==> src/design/slgu_pkg.sv <==
// ----------------------------------------------------------------------------
// slgu_pkg
// Shared types and constants of the shuffled minimal standard generator.
// ----------------------------------------------------------------------------
`default_nettype none

package slgu_pkg;

    localparam int unsigned VALUE_W = 31;   // generator word width
    localparam int unsigned MULT_W  = 15;   // width of the multiplier constant
    localparam int unsigned PROD_W  = VALUE_W + MULT_W;

    typedef logic [VALUE_W-1:0] t_value;

    localparam logic [MULT_W-1:0] MULT    = 15'd16807;
    localparam t_value            MODULUS = 31'h7FFF_FFFF;   // 2^31 - 1
    localparam t_value            SEED_DEFAULT = 31'd1;

endpackage

`default_nettype wire

==> src/design/slgu_lcg.sv <==
// ----------------------------------------------------------------------------
// slgu_lcg
// One step x * 16807 mod (2^31 - 1): registered product, Mersenne fold.
// ----------------------------------------------------------------------------
`default_nettype none

module slgu_lcg (
    input  wire                  i_clk,
    input  wire slgu_pkg::t_value i_x,   // sampled every cycle
    output slgu_pkg::t_value      o_y    // step of i_x from previous cycle
);

    logic [slgu_pkg::PROD_W-1:0]  r_prod;
    logic [slgu_pkg::VALUE_W:0]   w_sum;
    logic [slgu_pkg::VALUE_W:0]   w_mod;

    always_ff @(posedge i_clk) begin
        r_prod <= slgu_pkg::PROD_W'(i_x) * slgu_pkg::PROD_W'(slgu_pkg::MULT);
    end

    // 2^31 == 1 mod M: fold the high part onto the low part, one subtract.
    always_comb begin
        w_mod = {1'b0, slgu_pkg::MODULUS};
        w_sum = {1'b0, r_prod[slgu_pkg::VALUE_W-1:0]}
              + (slgu_pkg::VALUE_W + 1)'(r_prod[slgu_pkg::PROD_W-1:slgu_pkg::VALUE_W]);
        if (w_sum >= w_mod) begin
            o_y = slgu_pkg::VALUE_W'(w_sum - w_mod);
        end else begin
            o_y = w_sum[slgu_pkg::VALUE_W-1:0];
        end
    end

endmodule

`default_nettype wire

==> src/design/slgu_slot.sv <==
// ----------------------------------------------------------------------------
// slgu_slot
// Shuffle slot index: value / (1 + (2^31-2)/depth), reciprocal multiply with
// one correction step, saturated to depth-1. Estimate, then q*d, registered.
// ----------------------------------------------------------------------------
`default_nettype none

module slgu_slot #(
    parameter int TABLE_DEPTH = 32
) (
    input  wire                          i_clk,
    input  wire slgu_pkg::t_value        i_v,
    output logic [$clog2(TABLE_DEPTH)-1:0] o_slot
);

    localparam int AW = $clog2(TABLE_DEPTH);
    localparam int QW = AW + 2;
    localparam int VW = slgu_pkg::VALUE_W;
    localparam logic [63:0] DIV64 = 64'd1 + (64'd2147483646 / 64'(TABLE_DEPTH));
    localparam logic [63:0] RCP64 = (64'd1 << VW) / DIV64;
    localparam logic [VW-1:0] DIV = DIV64[VW-1:0];
    localparam logic [QW-1:0] RCP = RCP64[QW-1:0];

    logic [VW+QW-1:0] w_prod;
    logic [VW+QW-1:0] w_qd;
    logic [QW-1:0]    r_q0;
    logic [QW-1:0]    r_q1;
    logic [VW-1:0]    r_v1;
    logic [VW-1:0]    r_v2;
    logic [VW-1:0]    r_qd;
    logic [VW-1:0]    w_rem;
    logic [QW-1:0]    w_q;

    assign w_prod = (VW + QW)'(i_v) * (VW + QW)'(RCP);
    assign w_qd   = (VW + QW)'(r_q0) * (VW + QW)'(DIV);

    // estimate is the quotient or one below it
    always_ff @(posedge i_clk) begin
        r_q0 <= w_prod[VW+QW-1:VW];
        r_v1 <= i_v;
        r_q1 <= r_q0;
        r_v2 <= r_v1;
        r_qd <= w_qd[VW-1:0];
    end

    always_comb begin
        w_rem = r_v2 - r_qd;
        w_q   = r_q1 + QW'(w_rem >= DIV);
        if (w_q >= QW'(TABLE_DEPTH)) begin
            o_slot = AW'(TABLE_DEPTH - 1);
        end else begin
            o_slot = w_q[AW-1:0];
        end
    end

endmodule

`default_nettype wire

==> src/design/shuffled_lcg_uniform_generator_unit.sv <==
// ----------------------------------------------------------------------------
// shuffled_lcg_uniform_generator_unit
// Minimal standard generator (16807, 2^31-1) behind a Bays-Durham shuffle.
// ----------------------------------------------------------------------------
// Usage:
//   s_axis: one word per draw request; bit 0 of tdata = restart.
//   m_axis: one word per request; tdata[30:0] = deviate in 1..2^31-2,
//           divide by 2^31-1 for a fraction.
//   cfg:    i_cfg_data is the seed, taken on i_cfg_valid (ready is
//           always high). Write it only while no request is in flight.
// Sequence:
//   A plain draw runs through accept, slot divider and generator step,
//   table read and write-back; the result is registered at write-back.
//   A restart, or the first draw after reset, first loads the seed, then
//   walks TABLE_DEPTH+8 generator steps, each waiting on the step unit's
//   product register, and then runs as a plain draw.
// Reset: seed returns to 1 and the unit is unseeded; the table is not
//   cleared, the first draw refills it before any read.
// Stall: a finished word waits in the output register; a new request may be
//   accepted meanwhile and its write-back holds until the word is taken.
// ----------------------------------------------------------------------------
`default_nettype none

module shuffled_lcg_uniform_generator_unit #(
    parameter int TABLE_DEPTH = 32   // 8..64
) (
    input  wire         i_clk,
    input  wire         i_rst_n,
    // request stream
    input  wire         s_axis_tvalid,
    output logic        s_axis_tready,
    input  wire  [7:0]  s_axis_tdata,   // [0] restart, [7:1] zero fill
    // result stream
    output logic        m_axis_tvalid,
    input  wire         m_axis_tready,
    output logic [31:0] m_axis_tdata,   // [30:0] value, [31] zero fill
    // seed register
    input  wire         i_cfg_valid,
    output logic        o_cfg_ready,
    input  wire  [30:0] i_cfg_data
);

    localparam int AW = $clog2(TABLE_DEPTH);
    localparam int JW = $clog2(TABLE_DEPTH + 8);

    localparam logic [2:0] ST_IDLE   = 3'd0;
    localparam logic [2:0] ST_LOAD   = 3'd1;
    localparam logic [2:0] ST_FILL_A = 3'd2;
    localparam logic [2:0] ST_FILL_B = 3'd3;
    localparam logic [2:0] ST_SLOT0  = 3'd4;
    localparam logic [2:0] ST_SLOT1  = 3'd5;
    localparam logic [2:0] ST_READ   = 3'd6;
    localparam logic [2:0] ST_WRITE  = 3'd7;

    logic [2:0]        r_state, n_state;
    slgu_pkg::t_value  r_seed;
    slgu_pkg::t_value  r_gen, n_gen;      // generator value
    slgu_pkg::t_value  r_last, n_last;    // last output, 0 = unseeded
    logic [JW-1:0]     r_j, n_j;          // warm-up countdown
    logic [AW-1:0]     r_slot, n_slot;
    logic              r_out_valid, n_out_valid;
    slgu_pkg::t_value  r_out_data, n_out_data;

    // shuffle table, one write and one registered read port
    slgu_pkg::t_value  r_mem [TABLE_DEPTH];
    slgu_pkg::t_value  r_rd;
    logic              w_mem_we;
    logic [AW-1:0]     w_mem_waddr;
    slgu_pkg::t_value  w_mem_wdata;
    logic              w_mem_re;

    slgu_pkg::t_value  w_step;
    logic [AW-1:0]     w_slot;
    logic              w_in_acc;
    logic              w_out_free;

    slgu_lcg u_lcg (
        .i_clk (i_clk),
        .i_x   (r_gen),
        .o_y   (w_step)
    );

    slgu_slot #(
        .TABLE_DEPTH (TABLE_DEPTH)
    ) u_slot (
        .i_clk  (i_clk),
        .i_v    (r_last),
        .o_slot (w_slot)
    );

    assign s_axis_tready = (r_state == ST_IDLE);
    assign w_in_acc      = s_axis_tvalid && s_axis_tready;
    assign o_cfg_ready   = 1'b1;
    assign m_axis_tvalid = r_out_valid;
    assign m_axis_tdata  = {1'b0, r_out_data};
    assign w_out_free    = !r_out_valid || m_axis_tready;

    always_comb begin
        n_state     = r_state;
        n_gen       = r_gen;
        n_last      = r_last;
        n_j         = r_j;
        n_slot      = r_slot;
        n_out_valid = r_out_valid;
        n_out_data  = r_out_data;
        w_mem_we    = 1'b0;
        w_mem_waddr = r_slot;
        w_mem_wdata = r_gen;
        w_mem_re    = 1'b0;

        if (r_out_valid && m_axis_tready) begin
            n_out_valid = 1'b0;
        end

        unique case (r_state)
            ST_IDLE: begin
                if (w_in_acc) begin
                    // unseeded draw behaves as a restart
                    if (s_axis_tdata[0] || (r_last == '0)) begin
                        n_state = ST_LOAD;
                    end else begin
                        n_state = ST_SLOT0;
                    end
                end
            end
            ST_LOAD: begin
                // zero or modulus would lock the generator
                if ((r_seed == '0) || (r_seed == slgu_pkg::MODULUS)) begin
                    n_gen = slgu_pkg::SEED_DEFAULT;
                end else begin
                    n_gen = r_seed;
                end
                n_j     = JW'(TABLE_DEPTH + 7);
                n_state = ST_FILL_A;
            end
            ST_FILL_A: begin
                n_state = ST_FILL_B;
            end
            ST_FILL_B: begin
                n_gen       = w_step;
                w_mem_wdata = w_step;
                w_mem_waddr = r_j[AW-1:0];
                w_mem_we    = (r_j < JW'(TABLE_DEPTH));
                if (r_j == '0) begin
                    // table[0] holds the final step
                    n_last  = w_step;
                    n_state = ST_SLOT0;
                end else begin
                    n_j     = r_j - JW'(1);
                    n_state = ST_FILL_A;
                end
            end
            ST_SLOT0: begin
                n_state = ST_SLOT1;
            end
            ST_SLOT1: begin
                n_gen   = w_step;
                n_state = ST_READ;
            end
            ST_READ: begin
                w_mem_re = 1'b1;
                n_slot   = w_slot;
                n_state  = ST_WRITE;
            end
            ST_WRITE: begin
                if (w_out_free) begin
                    w_mem_we    = 1'b1;
                    n_last      = r_rd;
                    n_out_valid = 1'b1;
                    n_out_data  = r_rd;
                    n_state     = ST_IDLE;
                end
            end
            default: begin
                n_state = ST_IDLE;
            end
        endcase
    end

    always_ff @(posedge i_clk) begin
        if (!i_rst_n) begin
            r_state     <= ST_IDLE;
            r_seed      <= slgu_pkg::SEED_DEFAULT;
            r_gen       <= '0;
            r_last      <= '0;
            r_out_valid <= 1'b0;
        end else begin
            r_state     <= n_state;
            r_gen       <= n_gen;
            r_last      <= n_last;
            r_out_valid <= n_out_valid;
            if (i_cfg_valid && o_cfg_ready) begin
                r_seed <= i_cfg_data;
            end
        end
    end

    always_ff @(posedge i_clk) begin
        r_j        <= n_j;
        r_slot     <= n_slot;
        r_out_data <= n_out_data;
    end

    always_ff @(posedge i_clk) begin
        if (w_mem_we) begin
            r_mem[w_mem_waddr] <= w_mem_wdata;
        end
        if (w_mem_re) begin
            r_rd <= r_mem[w_slot];
        end
    end

`ifndef NO_ASSERTIONS
    // a new word appears only from the write-back step
    a_out_from_write: assert property (@(posedge i_clk) disable iff (!i_rst_n)
        (!r_out_valid || m_axis_tready) ##1 r_out_valid |-> $past(r_state) == ST_WRITE)
        else $error("result word not produced by write-back");

    // the table is never touched between requests
    a_no_idle_write: assert property (@(posedge i_clk) disable iff (!i_rst_n)
        (r_state == ST_IDLE) |-> !w_mem_we)
        else $error("table written while idle");

    // a draw only runs on a seeded generator
    a_seeded_draw: assert property (@(posedge i_clk) disable iff (!i_rst_n)
        (r_state == ST_READ) |-> (r_last != '0) && (r_gen != '0))
        else $error("draw on unseeded generator");

    // a stalled word is not overwritten
    a_hold_word: assert property (@(posedge i_clk) disable iff (!i_rst_n)
        r_out_valid && !m_axis_tready |=> r_out_valid && $stable(r_out_data))
        else $error("pending result word lost");
`endif

endmodule

`default_nettype wire

==> config.mk <==
export PLATFORM = sky130hd
export DESIGN_NAME = shuffled_lcg_uniform_generator_unit
export DESIGN_NICKNAME = d
export VERILOG_FILES = /design/src/design/slgu_pkg.sv /design/src/design/slgu_lcg.sv /design/src/design/slgu_slot.sv /design/src/design/shuffled_lcg_uniform_generator_unit.sv
export SDC_FILE = /design/constraint.sdc
export NUM_CORES = 2
export LEC_CHECK = 0
export BUFFER_PORTS_ARGS = -buffer_cell sky130_fd_sc_hd__buf_2
export CAP_MARGIN = 25
export CORE_UTILIZATION = 63
export DETAILED_ROUTE_END_ITERATION = 6
export HOLD_SLACK_MARGIN = 0.12
export PLACE_DENSITY = 0.8
export SLEW_MARGIN = 20
export SYNTH_ARGS = -nofsm -noshare
export SYNTH_HDL_FRONTEND = slang
export SYNTH_HIERARCHICAL = 1
export SYNTH_SLANG_ARGS = --single-unit
==> constraint.sdc <==
create_clock -name i_clk -period 6.99 [get_ports i_clk]
set_clock_uncertainty 0.2 [all_clocks]
set_input_delay 0.699 -clock i_clk [delete_from_list [all_inputs] [get_ports i_clk]]
set_output_delay 0.699 -clock i_clk [all_outputs]
set_load 0.005 [all_outputs]
# After elaboration in Yosys (flattened, before gate mapping)
# Memories as Yosys holds them, arrays and structs flattened. A register that Yosys moved wholly into a read port is not among the register bits.
# Index checks and enable logic that the tools add are counted.
word_totals:
  out_inout_bits: 35
  latchBits: 0
  elab_cells: 78
  romBits: 0
  mem_bits_rw: 992
  ff_bits: 257
  in_bits: 44
  mem_count: 1
classes:
  n_mux: 24
  reduce_logical: 18
  n_eq_ne: 12
  magnitude_cmp: 4
  bitwise: 0
  shift: 0
  n_mul: 1
  div_mod_pow: 0
  n_addsub: 5
memory_table:
  columns: ["name", "words", "width", "read_ports", "rd_clocked_by_memory_dff", "wr", "line_no", "source"]
  rows:
  - ["r_mem", 32, 31, 1, 1, 1, "shuffled_lcg_uniform_generator_unit.sv:65", "slgu_pkg::t_value r_mem [TABLE_DEPTH];"]
ops:
  columns: ["cell", "count"]
  rows:
  - ["$mux W31", 5]
  - ["$pmux W31 S2", 2]
  - ["$logic_not A31 Y1", 2]
  - ["$mul A31 B15 Y46 const B", 1]
  - ["$add A31 B15 Y32", 1]
  - ["$ge A32 B31 Y1 const B", 1]
  - ["$eq A31 B31 Y1 const B", 1]
  - ["$ge A31 B27 Y1 const B", 1]
  - ["$sub A31 B31 Y31", 1]
  - ["$sub A31 B31 Y31 const B", 1]
  - ["$pmux W3 S8", 1]
  - ["$eq A3 B3 Y1 const B", 4]
  - ["$mux W3", 4]
  - ["$pmux W6 S2", 1]
  - ["$mux W5", 2]
  - ["$ge A7 B6 Y1 const B", 1]
  - ["$mux W1", 7]
  - ["$add A5 B1 Y6", 1]
  - ["$eq A3 B2 Y1 const B", 2]
  - ["$logic_not A6 Y1", 1]
  - ["$lt A6 B6 Y1 const B", 1]
  - ["$mux W6", 1]
  - ["$ne A2 B2 Y1 const B", 3]
  - ["$reduce_and A2 Y1", 3]
  - ["other kinds (11)", 16]

# Logic depth before layout (Yosys ltp)
logic_depth:
  word_depth: 6
  depth_mapped: 24
  ltp_nobuf: 23

# Modules after synthesis
# The synthesis kept the hierarchy.
modules_own_cells:
  columns: ["mod", "n_inst", "area_per_inst_um2", "cells_per_inst", "seq_area_each_um2"]
  rows:
  - ["shuffled_lcg_uniform_generator_unit", 1, 45188.3, 2368, 33922.5]
  - ["slgu_lcg", 1, 10887.9, 1228, 920.9]
  - ["slgu_slot", 1, 200.2, 10, 200.2]

# Worst setup path after synthesis
# Ideal clock, no wire load.
synth_path:
  kind: "register to register"
  from: "register r_gen[13]"
  to: "register u_lcg/r_prod[40] in the netlist's numbering"
  period_less_slack_ns: 6.235
  setup_time_ns: 0.127
  n_path_buf: 0
  stages_incl_launch_ff: 23
  required_time_ns: 6.663
  slack_ns: 0.755
  arrival_ns: 5.908
  cell_sequence: "dfxtp_1 -> inv_1 -> fa_1 -> inv_1 -> ha_1 -> fa_1 -> inv_1 -> fa_1 -> inv_1 -> fa_1 -> inv_1 -> fa_1 -> inv_1 -> ha_1 -> nand4_1 -> nor2_1 -> a2111oi_0 -> or4_1 -> a21oi_1 -> or2_2 -> a21oi_1 -> o21ai_0 -> xor2_1"
synth_via:
  elab_chain_cells: 1
synth_rtl:
  columns: ["item", "line_no", "source"]
  rows:
  - ["start: declaration", "shuffled_lcg_uniform_generator_unit.sv:57", "slgu_pkg::t_value r_gen, n_gen;"]
  - ["start signal: assignment", "shuffled_lcg_uniform_generator_unit.sv:189", "r_gen <= n_gen;"]
  - ["$mul A31 B15 Y46", "slgu_lcg.sv:18", "r_prod <= slgu_pkg::PROD_W'(i_x) * slgu_pkg::PROD_W'(slgu_pkg::MULT);"]
  - ["end signal: assignment", "slgu_lcg.sv:18", null]
  - ["end: declaration", "slgu_lcg.sv:13", "logic [slgu_pkg::PROD_W-1:0] r_prod;"]
# Every way passes these cells.
# A chain may end at the register's enable or synchronous reset.

# Worst setup path in the final report
layout_path:
  from: "register r_gen[9]"
  to: "register u_lcg/r_prod[40] in the netlist's numbering"
# The elaborated chain is that of the path after synthesis.

==> results.txt <==
syn avg cell area - 15.6 sq um
hold_sp - u_slot/r_v1[28]$_DFF_P_
reg2reg end - u_lcg/r_prod[40]$_DFF_P_
CP endpoint kind - flop
ys flop type - edfxtp_1
met3 Track Usage GR - 0.0619
via count - 34200
Synth Area in Simple Gates - 0.0514
PwrDens - 294 nW/um^2
I/O Pins - 79
GR Util met1 - 0.444
number of DRC markers in iteration 0 - 4312
clock buffer depth - 3
grt peak-use layer - met2
largest family of logic cells by synthesized area - multiplexers
root buf cell - clkbuf_16
maximum clock rate - 0.154 GHz
top cells by area, synth - edfxtp_1, mux4_2, dfxtp_1
dpl ws - 0.628 ns
Synth Instances - 3606
worst vdd ir - 0.242 mV
setup ws final - 0.484 ns
routability cong. - 0.973
largest net degree at the start of global routing - 128
Tightest Pin Transition - 1.15 ns
vias in the first global route - 34500
Site Rows - 109
Pins Over Slew Limit - 0
multi-input logic area - 19600 sq um
kind of critical path - flop to flop
RSZ-0062 raised after global routing - no
H-tree depth - 3
adder-cell area share of the yosys netlist - 0.0930
worst min path class - flop to flop
die area - 90500 sq um
mapped cell area - 56300 sq um
clock insertion delay at the later pin of the skew report - 0.73 ns
fin cells - 5035
#FFs+latches synth - 1218
Mapped Nets - 3988
reg2reg path depth - 24
Die Y - 301 um
largest area contributor in the netlist - edfxtp_1
maxcap violations - 0
Post-Synth XOR/XNOR Area - 0.0114
Starting Density - 0.637
Final ANT Viol Nets - 0
Hold Path Sink - u_slot/r_v2[28]$_DFF_P_
Final min period - 6.51 ns
Crit path arrival time - 6.91 ns
worst reg2reg path startpoint - r_gen[9]$_SDFFE_PN0P_
Hold Vio Cnt, Final - 0
Compound-Gate Fraction of Synth Area - 0.0717
Die X - 301 um
Post-DP HPWL - 91200 um
drt via density - 6.79
worst-path fanout max - 5
mux share of post-synthesis cell area - 0.115
status - completed
R2R Setup Slk - 0.48 ns
share of the synthesized area in the top cell type - 0.568
register area - 35100 sq um
Hold Path Cell Cnt - 0
GR Util All Layers - 0.341
Ys Warns - 6
Worst Path Required - 7.40 ns
CTS tree - built
initial antenna violation count - 1
first-pass GRT wire length - 223000 um
IO Port Bufs - 69
post-CTS setup buffer count - 0
core area - 88400 sq um
asr flop ratio synth - 0
layout cells sized above 1 - 0.182
Leak Pwr - 22.7 nW
# hold bufs at CTS - 33
# clock sinks - 1218
Yosys cell types - 95
Final #Nets - 4152
met2 Use GR - 0.554
drc violations - 0
# resized after CTS - 0
Worst-path clk slew - 0.07 ns
EDFF count, synth - 1065
dpl cells - 4775
period utilization - 0.931
Initial DRT Pass Iterations - 6
WHS - 0.127 ns
setup violators final - 0
fill count - 5406
setup TNS - 0 ns
CTS Buf Count - 115
Seq/Total Area, Yosys - 0.623
startpoint class of the critical path - flop
Worst slew margin - 0.235
overflow left after global routing - 0
Total Wirelength - 153000 um
area grow syn2layout - 11.7%
Routed wire per std cell - 30.4 um
## cell families after synthesis
kind of cell	count (synthesis)
AO/OA/AOI/OAI	513
XOR/XNOR	73
adder cells (fa/ha/maj)	338
buffers and inverters	482
flip-flops	1218
multiplexers	374
other	2
AND/OR/NAND/NOR	606
## per-stage QoR
step	total power [W]	area, sq um	util
6_report	0.0185	62800	0.711
5_1_grt	0.0192	62800	0.711
4_1_cts	0.0184	62600	0.709
3_5_place_dp	0.0122	58500	0.662
3_3_place_gp	0.0121	58400	0.661
2_1_floorplan	0.0111	56300	-
## worst max-delay path: stages (launching register included)
cell and delay [ns]:
dfxtp_1 0.34, inv_1 0.11, fa_1 0.54, inv_1 0.04, ha_1 0.26, inv_1 0.05
fa_1 0.51, inv_1 0.04, ha_1 0.28, fa_1 0.50, inv_1 0.06, fa_1 0.48
inv_1 0.04, ha_1 0.34, a21oi_1 0.20, o21ai_0 0.18, nor2b_1 0.17, a2111oi_0 0.53
buf_4 0.25, or4_1 0.22, a21oi_1 0.09, or2_2 0.37, a21oi_1 0.27, o21ai_0 0.17
xor2_1 0.16
## routing by layer
metal  vias up  routed length, um
met5         -                  0
met4         0               8020
met3       432              15900
met2      2379              74200
met1     17200              54700
li1      14200                  -
## power breakdown
part	total, W	internal, W	switching (W)
registers	0.00852	0.00831	0.000216
logic	0.00365	0.00127	0.00238
clock network	0.00633	0.00349	0.00284
total	0.0185	0.0131	0.00544
## how the worst max path moves through the flow
stage                                 from                  endpoint  slack (ns)  cells past startpoint
finish               r_gen[9]$_SDFFE_PN0P_  u_lcg/r_prod[40]$_DFF_P_        0.48                     24
CTS                 r_gen[17]$_SDFFE_PN0P_  u_lcg/r_prod[45]$_DFF_P_        0.60                     23
detailed placement  r_gen[17]$_SDFFE_PN0P_  u_lcg/r_prod[45]$_DFF_P_        0.63                     23
global route         r_gen[5]$_SDFFE_PN0P_  u_lcg/r_prod[40]$_DFF_P_        0.37                     22
floorplan           r_gen[13]$_SDFFE_PN0P_  u_lcg/r_prod[40]$_DFF_P_        0.76                     22
global placement    r_gen[17]$_SDFFE_PN0P_  u_lcg/r_prod[45]$_DFF_P_        0.65                     23
## state kept, by name (all words and copies together) (netlist names)
name and cells:
r_j 6, u_slot/r_v1 4, u_slot/r_q1 1, r_seed 31, u_lcg/r_prod 46, r_slot 5, u_slot/r_v2 4, r_state 3
u_slot/r_q0 1, r_rd 31, r_gen 31, m_axis_tvalid 1, r_out_data 31, r_last 31, r_mem 992
## Yosys cell counts, types with 10 or more instances
library cell and instances:
a211oi_1 13, a211oi_2 30, a21o_1 43, a21oi_1 93
a222oi_1 29, a22o_1 30, a22oi_1 63, a31oi_1 37
buf_1 24, buf_2 33, buf_4 10, clkbuf_1 103
dfxtp_1 153, edfxtp_1 1065, fa_1 134, ha_1 204
inv_1 301, mux2i_1 156, mux4_2 217, nand2_1 220
nand2b_1 11, nand3_1 56, nand4_1 38, nor2_1 154
nor2b_1 11, nor3_1 20, nor4_1 24, o2111a_1 31
o21ai_0 27, o2bb2ai_1 31, o31ai_1 10, xnor2_1 44
xor2_1 29
## layout make-up
class	instances	area share
tap	1165	0.0232
timing repair buffer	226	0.0290
multi-input combinational	1906	0.312
antenna	1	0.0000398
clock buffer	143	0.0478
clock inverter	73	0.0123
sequential	1218	0.558
inverter	303	0.0181
## placed cells by master (no fill, tap or decap), types with 26 or more instances in the layout
cell type | netlist | final
edfxtp_1 | 1065 | 1065
inv_1 | 301 | 301
mux4_2 | 217 | 217
nand2_1 | 220 | 215
ha_1 | 204 | 204
mux2i_1 | 156 | 156
dfxtp_1 | 153 | 148
fa_1 | 134 | 134
nor2_1 | 154 | 118
clkbuf_16 | 0 | 115
buf_4 | 10 | 105
a21oi_1 | 93 | 93
buf_2 | 33 | 69
a22oi_1 | 63 | 63
nand3_1 | 56 | 55
xnor2_1 | 44 | 44
a21o_1 | 43 | 43
nand4_1 | 38 | 38
a31oi_1 | 37 | 37
nor2_4 | 0 | 35
dlygate4sd3_1 | 0 | 33
o2111a_1 | 31 | 31
o2bb2ai_1 | 31 | 31
a22o_1 | 30 | 30
a211oi_2 | 30 | 30
a222oi_1 | 29 | 29
xor2_1 | 29 | 29
o21ai_0 | 27 | 27
clkbuf_1 | 103 | 26
Note: power is estimated with default switching activity, not from simulation.
